===== src/hw/rtl/swls_div.sv =====
// restoring divider, one quotient bit per cycle
module swls_div #(
  parameter int DW = 32,
  parameter int VW = 19
) (
  input  logic          clk,
  input  logic          rst_n,
  input  logic          start,
  input  logic [DW-1:0] dividend,
  input  logic [VW-1:0] divisor,
  output logic          done,
  output logic [DW-1:0] quotient
);

  localparam int CW = $clog2(DW + 1);

  logic          busy_r;
  logic          done_r;
  logic [CW-1:0] cnt_r;
  logic [VW-1:0] rem_r;
  logic [VW-1:0] rem_nxt;
  logic [DW-1:0] quo_r;
  logic [VW-1:0] dvs_r;
  logic [VW:0]   rem_sh;
  logic          ge;

  assign rem_sh  = {rem_r, quo_r[DW-1]};
  assign ge      = rem_sh >= {1'b0, dvs_r};
  assign rem_nxt = ge ? VW'(rem_sh - {1'b0, dvs_r}) : VW'(rem_sh);

  always_ff @(posedge clk) begin
    if (!rst_n) begin
      busy_r <= 1'b0;
      done_r <= 1'b0;
      cnt_r  <= '0;
    end else begin
      done_r <= 1'b0;
      if (start) begin
        busy_r <= 1'b1;
        cnt_r  <= '0;
      end else if (busy_r) begin
        cnt_r <= cnt_r + 1'b1;
        if (cnt_r == CW'(DW - 1)) begin
          busy_r <= 1'b0;
          done_r <= 1'b1;
        end
      end
    end
  end

  always_ff @(posedge clk) begin
    if (start) begin
      rem_r <= '0;
      quo_r <= dividend;
      dvs_r <= divisor;
    end else if (busy_r) begin
      rem_r <= rem_nxt;
      quo_r <= {quo_r[DW-2:0], ge};
    end
  end

  assign done     = done_r;
  assign quotient = quo_r;

endmodule


===== config.mk =====
export PLATFORM = sky130hd
export DESIGN_NAME = swls_div
export DESIGN_NICKNAME = d
export VERILOG_FILES = /design/src/hw/rtl/swls_div.sv
export SDC_FILE = /design/constraint.sdc
export NUM_CORES = 1
export LEC_CHECK = 0
export ABC_AREA = 1
export BUFFER_PORTS_ARGS = -buffer_cell sky130_fd_sc_hd__buf_4
export CORE_ASPECT_RATIO = 1.25
export CORE_MARGIN = 2
export CORE_UTILIZATION = 56
export DETAILED_ROUTE_END_ITERATION = 6
export GPL_ROUTABILITY_DRIVEN = 0
export PLACE_DENSITY_LB_ADDON = 0.1
export RECOVER_POWER = 25
export REMOVE_ABC_BUFFERS = 1
export SLEW_MARGIN = 20
export SYNTH_ARGS = -nofsm -noshare
export SYNTH_HDL_FRONTEND = slang
export SYNTH_SLANG_ARGS = --single-unit
export TNS_END_PERCENT = 30

===== constraint.sdc =====
create_clock -name clk -period 4 [get_ports clk]
set_clock_uncertainty 0.1 [all_clocks]
set_input_delay 1.2 -clock clk [delete_from_list [all_inputs] [get_ports clk]]
set_output_delay 1.2 -clock clk [all_outputs]
set_load 0.1 [all_outputs]

-- Word-level counts from Yosys, hierarchy flattened
Index checks and enable logic that the tools add are counted.
- flip-flop bits (word level): 78
- bits of input ports: 54
- reductions and logical operators: 3
- multiplexer cells: 7
- add/subtract/negate cells: 2
- equal/unequal tests: 1
- $lt $le $gt $ge: 1
- bitwise logic cells: 2
- operator list (operator ; number):
    $mux W32 ; 2
    $ge A20 B19 Y1 ; 1
    $mux W19 ; 1
    $sub A19 B19 Y19 ; 1
    $add A6 B1 Y6 const B ; 1
    $eq A6 B5 Y1 const B ; 1
    $mux W1 ; 4
    $reduce_or A3 Y1 ; 1
    $not A1 Y1 ; 2
    $reduce_bool A2 Y1 ; 1
    $reduce_or A2 Y1 ; 1

-- Depth between registers and ports, before layout
Gate-level depths: netlist (run 1).
- depth after elaboration: 4
- mapped depth: 15

-- Worst setup path before layout (run 1)
Ideal clock, no wire load.
- kind: in2reg
- start: input port start
- end: register quo_r[0], in the netlist quotient[0] (enable)
- slack: 766 ps
- data required time: 3492 ps
- data arrival time: 2727 ps
- buffers on the path: 2
- cell stages on the path: 4
- cell sequence: clkbuf_1 nor2_2 inv_1 clkbuf_1
- cells in the longest elaborated chain, start to end: 1
- RTL lines (element ; line ; text):
    start, declared ; 8 ; input logic start,
    $reduce_bool A2 Y1 (no source line) ; n/a ;
    end signal, assigned ; 54 ; quo_r <= dividend;
    end signal, assigned ; 58 ; quo_r <= {quo_r[DW-2:0], ge};
    end, declared ; 22 ; logic [DW-1:0] quo_r;
No other way between the ends.
A chain may end at the register's enable or synchronous reset.

-- Worst setup path after layout (run 1)
- start: input port start
- end: register quo_r[31], in the netlist quotient[31] (enable)
The elaborated chain is that of the path after synthesis.

==> impl_results.md, run 1 <==
* Ys flop type: edfxtp_1
* Clock Latency Late Sink at 0.36 ns
* # DRC at 0
* Routed Antenna Nets at 0
* Share of synthesized registers carrying an async set or reset at 0
* Clock tree buffer depth at 2
* Power per Cell Area at 382 mW/mm2
* Full die area at 0.00881 mm2
* Io pins at 87
* Area Growth Syn to Fin at 20.0%
* Initial drt markers at 243
* DRT Pass-1 Iters at 4
* Vias in the first global route at 4031
* Global-route wire length before repair at 17000 um
* Final setup viols at 0
* Core ar. at 0.00784 mm2
* Via density at 5.17
* Initial antenna violation count at 0
* Total Routing Usage GR at 0.236
* Multi-input gate area at 0.00205 mm2
* Largest net degree at the start of global routing at 55
* FF+latch area at 0.00207 mm2
* Num CTS Buffers at 9
* Post-cts resize count at 0
* Layout Cells excl Fill at 774
* PnR worst setup slack at 0.963 ns
* Post-DP HPWL at 7130 um
* WL/cell at 12.8 um
* F_max at 329 MHz
* Global route total overflow at 0
* Worst min path class: flop to flop
* CP Launch Type: input port
* Layout fillers at 659
* Top-area cell type share of the netlist area at 0.339
* P_leak at 2.77 nW
* CP max FO at 54
* Number of synthesized flops with an enable pin at 51
* Ant diodes at 0
* Root Buffer: clkbuf_8
* Tot Pwr at 2.07 mW
* Std cell rows at 36
* Final hold slack at 0.372 ns
* Period utilization at 0.759
* Slew Limit Headroom at 0.206
* Effective utilization at floorplan at 0.577
* Htree depth at 3
* CTS tree: yes
* Max Cap Viol at 0
* Nets at 749
* Reg clk slew, reported paths at 0.07 ns
* Synthesized area per cell at 7.66 um2
* Maximum vdd drop at 0.000254 V
* Die width at 84.4 um
* Commonest cells in the netlist: nand2_1, inv_1, edfxtp_1, nand3_1, dfxtp_1
* Period minus WS final at 3.04 ns
* Chip Height at 104 um
* Hold Fails Final Rpt at 0
* #FFs+latches synth at 78
* DR vias at 3999
* Crit Path Category: input port to flop
* Final instance area at 0.00542 mm2
* Worst-margin pin slew at 1.19 ns
* Post-CTS Setup Inserts at 0
* Setup TNS Final at 0 ns
* RSZ-0062 raised after global routing: false
* Port Buffers at 86
* Count leader, synth: nand2_1
* Ranking of synthesized cells by area: edfxtp_1, nand2_1, dfxtp_1
* Place WS at 1.04 ns
* Yosys cell types at 32
* Element type at the critical path end: flop
* Pins over their slew limit at 0
* Register area share after synthesis at 0.458
* Placed Cells at 758
* Syn Inst Count at 590
* Drt total wl at 9870 um
* CTS Sinks at 78
* Status: complete, no violations
* Final core occ at 0.692
* Synthesized area at 0.00452 mm2
* Share of cells above drive strength 1 at 0.177
* Worst endpoint required time at 3.90 ns
* Cell Area, Placed at 0.00522 mm2
* Synth Warn # at 0
* Critical path arrival at 2.93 ns
* Post-CTS Hold Fix Bufs at 0
* Top cell type by total area after synthesis: edfxtp_1
-- area by class of cell --
class                           count  area share
Clock buffer                       12      0.0286
Clock inverter                      4      0.0102
Inverter                           83      0.0575
Multi-Input combinational cell    413       0.378
Sequential cell                    78       0.382
Tap cell                           95      0.0219
Timing Repair Buffer               89       0.122
-- report_power, final --
group	switching [mW]	internal, mW
Sequential	0.0274	0.920
Clock	0.298	0.326
Combinational	0.375	0.125
-- state kept, by name (all words and copies together) (netlist names) --
register,count
rem_r,19
dvs_r,19
done,1
cnt_r,6
quotient,32
busy_r,1
-- kinds of logic (layout without fill, tap and decap cells) --
| group | Yosys count | count (layout) | share of synthesized area |
|---|---|---|---|
| flops | 78 | 78 | 0.458 |
| buf+inv | 99 | 188 | 0.0883 |
| compound gates | 38 | 38 | 0.0437 |
| fa+ha+maj | 21 | 21 | 0.0598 |
| simple gates | 345 | 345 | 0.332 |
| xor+xnor | 9 | 9 | 0.0174 |
-- placed cells by master, fill, tap and decap left out, types with 16 or more instances in the layout --
cell / n
edfxtp_1: 51
nor2_1: 26
a21oi_1: 16
ha_1: 20
nand3_1: 44
buf_4: 68
inv_1: 80
clkbuf_4: 19
dfxtp_1: 27
nand2_1: 238
-- worst max-delay path, stage by stage --
cell      delay [ns]
clkbuf_2        0.85
nor2_2          0.26
inv_1           0.11
buf_4           0.45
-- final timing paths --
kind	slack, ns	cells after the start	end	startpoint
max	0.96	4	quotient[31]$_DFFE_PP_	start
min	0.37	2	rem_r[12]$_SDFFE_PP0P_	rem_r[12]$_SDFFE_PP0P_
max reg2reg	1.51	13	rem_r[16]$_SDFFE_PP0P_	quotient[31]$_DFFE_PP_
min reg2reg	0.37	2	rem_r[12]$_SDFFE_PP0P_	rem_r[12]$_SDFFE_PP0P_
-- metal layers --
layer  vias up  global-route usage  share of wire
met5         -                   0              0
met4         0               0.113          0.027
met3        22              0.0484          0.058
met2       123               0.404           0.50
met1      1813               0.280           0.42
li1       2041                   -              -
(Power assumes the default switching activity.)
==> run 2, diff against run 1 <==
Clock period 4 ns to 2.8 ns, I/O delays scaled along.
==> impl_results.md, run 2 (same netlist as run 1, synthesis figures left out) <==
* CTS Sinks at 78
* Area Growth Syn to Fin at 19.5%
* Worst endpoint required time at 2.81 ns
* Largest net degree at the start of global routing at 40
* Global route total overflow at 0
* Hold Fails Final Rpt at 0
* Pins over their slew limit at 0
* CP max FO at 31
* Effective utilization at floorplan at 0.577
* Share of cells above drive strength 1 at 0.177
* Root Buffer: clkbuf_8
* Core ar. at 0.00784 mm2
* Initial drt markers at 207
* DRT Pass-1 Iters at 4
* CP Launch Type: input port
* Post-CTS Hold Fix Bufs at 0
* Max Cap Viol at 0
* Slew Limit Headroom at 0.337
* WL/cell at 12.8 um
* Initial antenna violation count at 0
* Port Buffers at 86
* Most frequent cells in the layout: nand2_1, inv_1, buf_4
* Via density at 5.12
* P_leak at 2.77 nW
* Critical path arrival at 2.35 ns
* DR vias at 3991
* CTS tree: yes
* Post-cts resize count at 0
* Final core occ at 0.689
* Routed Antenna Nets at 0
* Num CTS Buffers at 9
* # DRC at 0
* Total Routing Usage GR at 0.242
* Die width at 84.4 um
* Drt total wl at 10000 um
* Post-DP HPWL at 7350 um
* Ant diodes at 0
* Full die area at 0.00881 mm2
* Maximum vdd drop at 0.000531 V
* Period utilization at 0.835
* Clock tree buffer depth at 2
* Clock Latency Late Sink at 0.36 ns
* Status: complete, no violations
* Vias in the first global route at 3918
* Global-route wire length before repair at 17300 um
* Final hold slack at 0.372 ns
* Io pins at 87
* Final setup viols at 0
* RSZ-0062 raised after global routing: false
* Period minus WS final at 2.34 ns
* Most common cell after layout, fill and taps aside: nand2_1
* Std cell rows at 36
* Reg clk slew, reported paths at 0.08 ns
* Worst-margin pin slew at 0.994 ns
* Htree depth at 3
* Chip Height at 104 um
* Crit Path Category: input port to flop
* Element type at the critical path end: flop
* Worst min path class: flop to flop
* Max reg flops at 32
* Power per Cell Area at 518 mW/mm2
* F_max at 428 MHz
* Nets at 754
* Post-CTS Setup Inserts at 0
## run 2: cell type report
cell class / instances / area [um2]
Tap cell: 95 / 119
Timing Repair Buffer: 94 / 699
Clock inverter: 2 / 10.0
Inverter: 83 / 312
Multi-Input combinational cell: 413 / 2050
Clock buffer: 14 / 143
Fill cell: 699 / 2430
Sequential cell: 78 / 2070
## run 2: worst max-delay path, cell delays in order
cell and delay, ns:
clkbuf_1 0.71, clkinv_1 0.31, buf_4 0.32, nand2_1 0.09, nand2_1 0.06
## run 2: power breakdown
group	leakage, nW	total [mW]	internal [mW]	switching [mW]
Sequential	0.732	1.35	1.31	0.0377
Clock	0.0784	0.725	0.322	0.403
Combinational	1.96	0.720	0.182	0.538
Total	2.77	2.80	1.82	0.979
## run 2: worst paths after layout
check | to | slack (ns) | startpoint | cells past startpoint
setup reg to reg | rem_r[3]$_SDFFE_PP0P_ | 0.47 | dvs_r[17]$_DFFE_PP_ | 10
hold reg to reg | rem_r[14]$_SDFFE_PP0P_ | 0.37 | rem_r[14]$_SDFFE_PP0P_ | 2
hold / removal | rem_r[14]$_SDFFE_PP0P_ | 0.37 | rem_r[14]$_SDFFE_PP0P_ | 2
setup / recovery | quotient[8]$_DFFE_PP_ | 0.46 | start | 5
## run 2: metal layers
metal | global-route usage | up-vias | share of wire
met1 | 0.289 | 1791 | 0.42
met5 | 0 | - | 0
met4 | 0.110 | 0 | 0.029
li1 | - | 2056 | -
met3 | 0.0675 | 26 | 0.068
met2 | 0.404 | 118 | 0.48
## run 2: stage by stage
stage / TNS, ns / area, um2 / power, mW / cells / setup slack, ns
floorplan: -4.61 / 4430 / 1.90 / 574 / -0.273
global placement: 0 / 5260 / 2.09 / 763 / 0.552
detailed placement: 0 / 5260 / 2.10 / 763 / 0.519
CTS: 0 / 5410 / 2.82 / 779 / 0.500
global route: 0 / 5400 / 2.91 / 779 / 0.225
finish: 0 / 5400 / 2.80 / 779 / 0.462
==> run 3, diff against run 2 <==
Settings changed: ABC_AREA 1 to 0, CORE_UTILIZATION 56 to 50.
Clock period 2.8 ns to 2.1 ns, I/O delays scaled along.
==> impl_results.md, run 3 <==
* CP max FO at 5
* NetSw at 1.49 mW
* Num CTS Buffers at 9
* Placed Cells at 637
* Global-route wire length before repair at 16900 um
* Drt total wl at 10400 um
* Share of cells above drive strength 1 at 0.449
* Ant diodes at 0
* Full die area at 0.00922 mm2
* Status: finished with violations
* Core ar. at 0.00824 mm2
* Global route total overflow at 0
* Top-area cell type share of the netlist area at 0.362
* Period minus WS final at 2.42 ns
* CTS tree: yes
* Largest net degree at the start of global routing at 36
* Commonest cells in the netlist: edfxtp_1, nand2_1, mux2_2, inv_1, dfxtp_1
* Synthesized area at 0.00423 mm2
* Crit Path Category: flop to flop
* Synthesized area per cell at 11.0 um2
* Routed Antenna Nets at 0
* DRT Pass-1 Iters at 4
* PnR worst setup slack at -0.325 ns
* Worst endpoint required time at 2.24 ns
* Worst min path class: input port to flop
* Worst setup endpoint: rem_r[6]$_SDFFE_PP0P_
* Pins over their slew limit at 0
* Register area share after synthesis at 0.490
* Post-DP HPWL at 7560 um
* Slowest Stage Delay on Critical Path at 0.38 ns
* Chip Height at 107 um
* Std cell rows at 37
* # DRC at 0
* Ys flop type: edfxtp_1
* DR vias at 3572
* #FFs+latches synth at 78
* Area Growth Syn to Fin at 40.8%
* WL/cell at 15.8 um
* Htree depth at 3
* Sequential share of power at 0.430
* Layout Cells excl Fill at 660
* Register-to-Register Path Depth at 10
* Failing checks: setup timing
* Clock Latency Late Sink at 0.36 ns
* Effective utilization at floorplan at 0.514
* Tot Pwr at 4.26 mW
* Port Buffers at 86
* Ranking of synthesized cells by area: edfxtp_1, dfxtp_1, mux2_2
* Reg clk slew, reported paths at 0.08 ns
* Nets at 634
* Synth Warn # at 0
* Count leader, synth: edfxtp_1
* Number of synthesized flops with an enable pin at 51
* Element type at the critical path end: flop
* F_max at 412 MHz
* Root Buffer: clkbuf_8
* Top cell type by total area after synthesis: edfxtp_1
* R2R Path End: rem_r[6]$_SDFFE_PP0P_
* Syn Inst Count at 386
* Io pins at 87
* Final core occ at 0.723
* Initial drt markers at 123
* Period utilization at 1.15
* Via density at 5.41
* Switching part of the total at 0.350
* Max Cap Viol at 0
* Slew Limit Headroom at 0.421
* Most frequent cells in the layout: buf_4, edfxtp_1, nand2_1
* Final setup viols at 20
* Most common cell after layout, fill and taps aside: buf_4
* Initial antenna violation count at 0
* Worst-margin pin slew at 0.868 ns
* Critical path origin: dvs_r[0]$_DFFE_PP_
* Combinational share of power at 0.337
* Share of synthesized registers carrying an async set or reset at 0
* Int Pwr at 2.77 mW
* CP max stage cell: edfxtp_1
* FF-to-FF Start: dvs_r[0]$_DFFE_PP_
* Die width at 86.3 um
* Place WS at -0.552 ns
* Critical path arrival at 2.56 ns
* Clock Power Share at 0.232
* Power per Cell Area at 715 mW/mm2
* Post-CTS Hold Fix Bufs at 0
* Vias in the first global route at 3771
* Total Routing Usage GR at 0.237
* R2r setup slk at -0.32 ns
* Yosys cell types at 52
* Maximum vdd drop at 0.000587 V
* Hold Fails Final Rpt at 0
* P_leak at 2.65 nW
* RSZ-0062 raised after global routing: true
* Max reg flops at 32
* CP Cell Sequence: ha_2 > fa_2 > nand2b_4 > a211oi_4 > o21ai_2 > and4_4 > nor2_8 > buf_6 > mux2i_1 > a211oi_1
* Clock tree buffer depth at 2
* CP Launch Type: flop
* CTS Sinks at 78
-- run 3: changes by cell type in the layout (fill, tap and decap cells not counted), sizes merged, moves of 6 or more --
cell and change:
nand3 -45, nand2 -203, nand3b -10, buf +81, mux2 +32, a211oi +11
nand2b +6, nor3 -11, mux2i +14, inv -53, a21o +7, xor2 +7
-- run 3: critical path, delay by kind of cell (launching register included) --
family / cells / cell delay (ns)
adders and majority gates: 2 / 0.53
and+or+nand+nor: 3 / 0.53
AOI/OAI and AO/OA: 3 / 0.40
DFF: 1 / 0.38
muxes: 1 / 0.20
buffers and inverters: 1 / 0.15
-- run 3: layout make-up --
class / count / area, um2
tap: 97 / 121
multi-input combinational: 265 / 2130
inverter: 28 / 105
sequential: 78 / 2070
clock inverter: 2 / 10.0
clock buffer: 13 / 149
timing repair buffer: 177 / 1370
fill: 578 / 2280
-- run 3: logic make-up (layout without fill, tap and decap cells) --
group,Yosys count,count (layout),synth area share
simple gates,95,95,0.107
compound gates,85,85,0.138
flops,78,78,0.490
mux,46,46,0.118
buf+inv,43,220,0.0455
fa+ha+maj,21,21,0.0638
xor+xnor,18,18,0.0372
-- run 3: worst min path at each step --
stage / startpoint / endpoint / slack [ns] / cells past startpoint
floorplan: cnt_r[5]$_SDFFE_PP0P_ / done$_SDFF_PP0_ / 0.32 / 1
global placement: rem_r[18]$_SDFFE_PP0P_ / rem_r[18]$_SDFFE_PP0P_ / 0.34 / 2
finish: divisor[7] / dvs_r[7]$_DFFE_PP_ / 0.36 / 1
detailed placement: cnt_r[5]$_SDFFE_PP0P_ / done$_SDFF_PP0_ / 0.37 / 1
global route: divisor[12] / dvs_r[12]$_DFFE_PP_ / 0.35 / 1
CTS: divisor[17] / dvs_r[17]$_DFFE_PP_ / 0.33 / 1
-- run 3: metrics by stage --
stage	instance area, um2	TNS (ns)	hold slack (ns)
floorplan	4150	-32.15	0.324
global placement	5570	-8.50	0.336
detailed placement	5570	-9.71	0.366
CTS	5850	-6.87	0.328
global route	5960	-8.20	0.345
finish	5960	-5.99	0.363
-- run 3: timing repair --
| item | in CTS | in global routing |
|---|---|---|
| buffers inserted | 4 | 3 |
| resized for setup | 20 | 19 |
| endpoints found under the hold margin | 0 | 0 |
| cloned | 1 | 0 |
| setup endpoints to repair | 20 | 20 |
| pin swaps | 18 | 11 |
-- run 3: power groups by stage --
stage	registers, mW	logic (mW)	clock network [mW]
floorplan	2.34	0.415	0
global placement	1.86	1.36	0
detailed placement	1.86	1.37	0
CTS	1.83	1.41	1.01
global route	1.85	1.52	1.07
finish	1.84	1.44	0.991
-- run 3: routing by layer --
metal	share of wire	GRT usage	vias up
met3	0.055	0.0577	23
met1	0.42	0.283	1695
met2	0.50	0.390	107
met5	0	0	-
li1	-	-	1747
met4	0.029	0.131	0
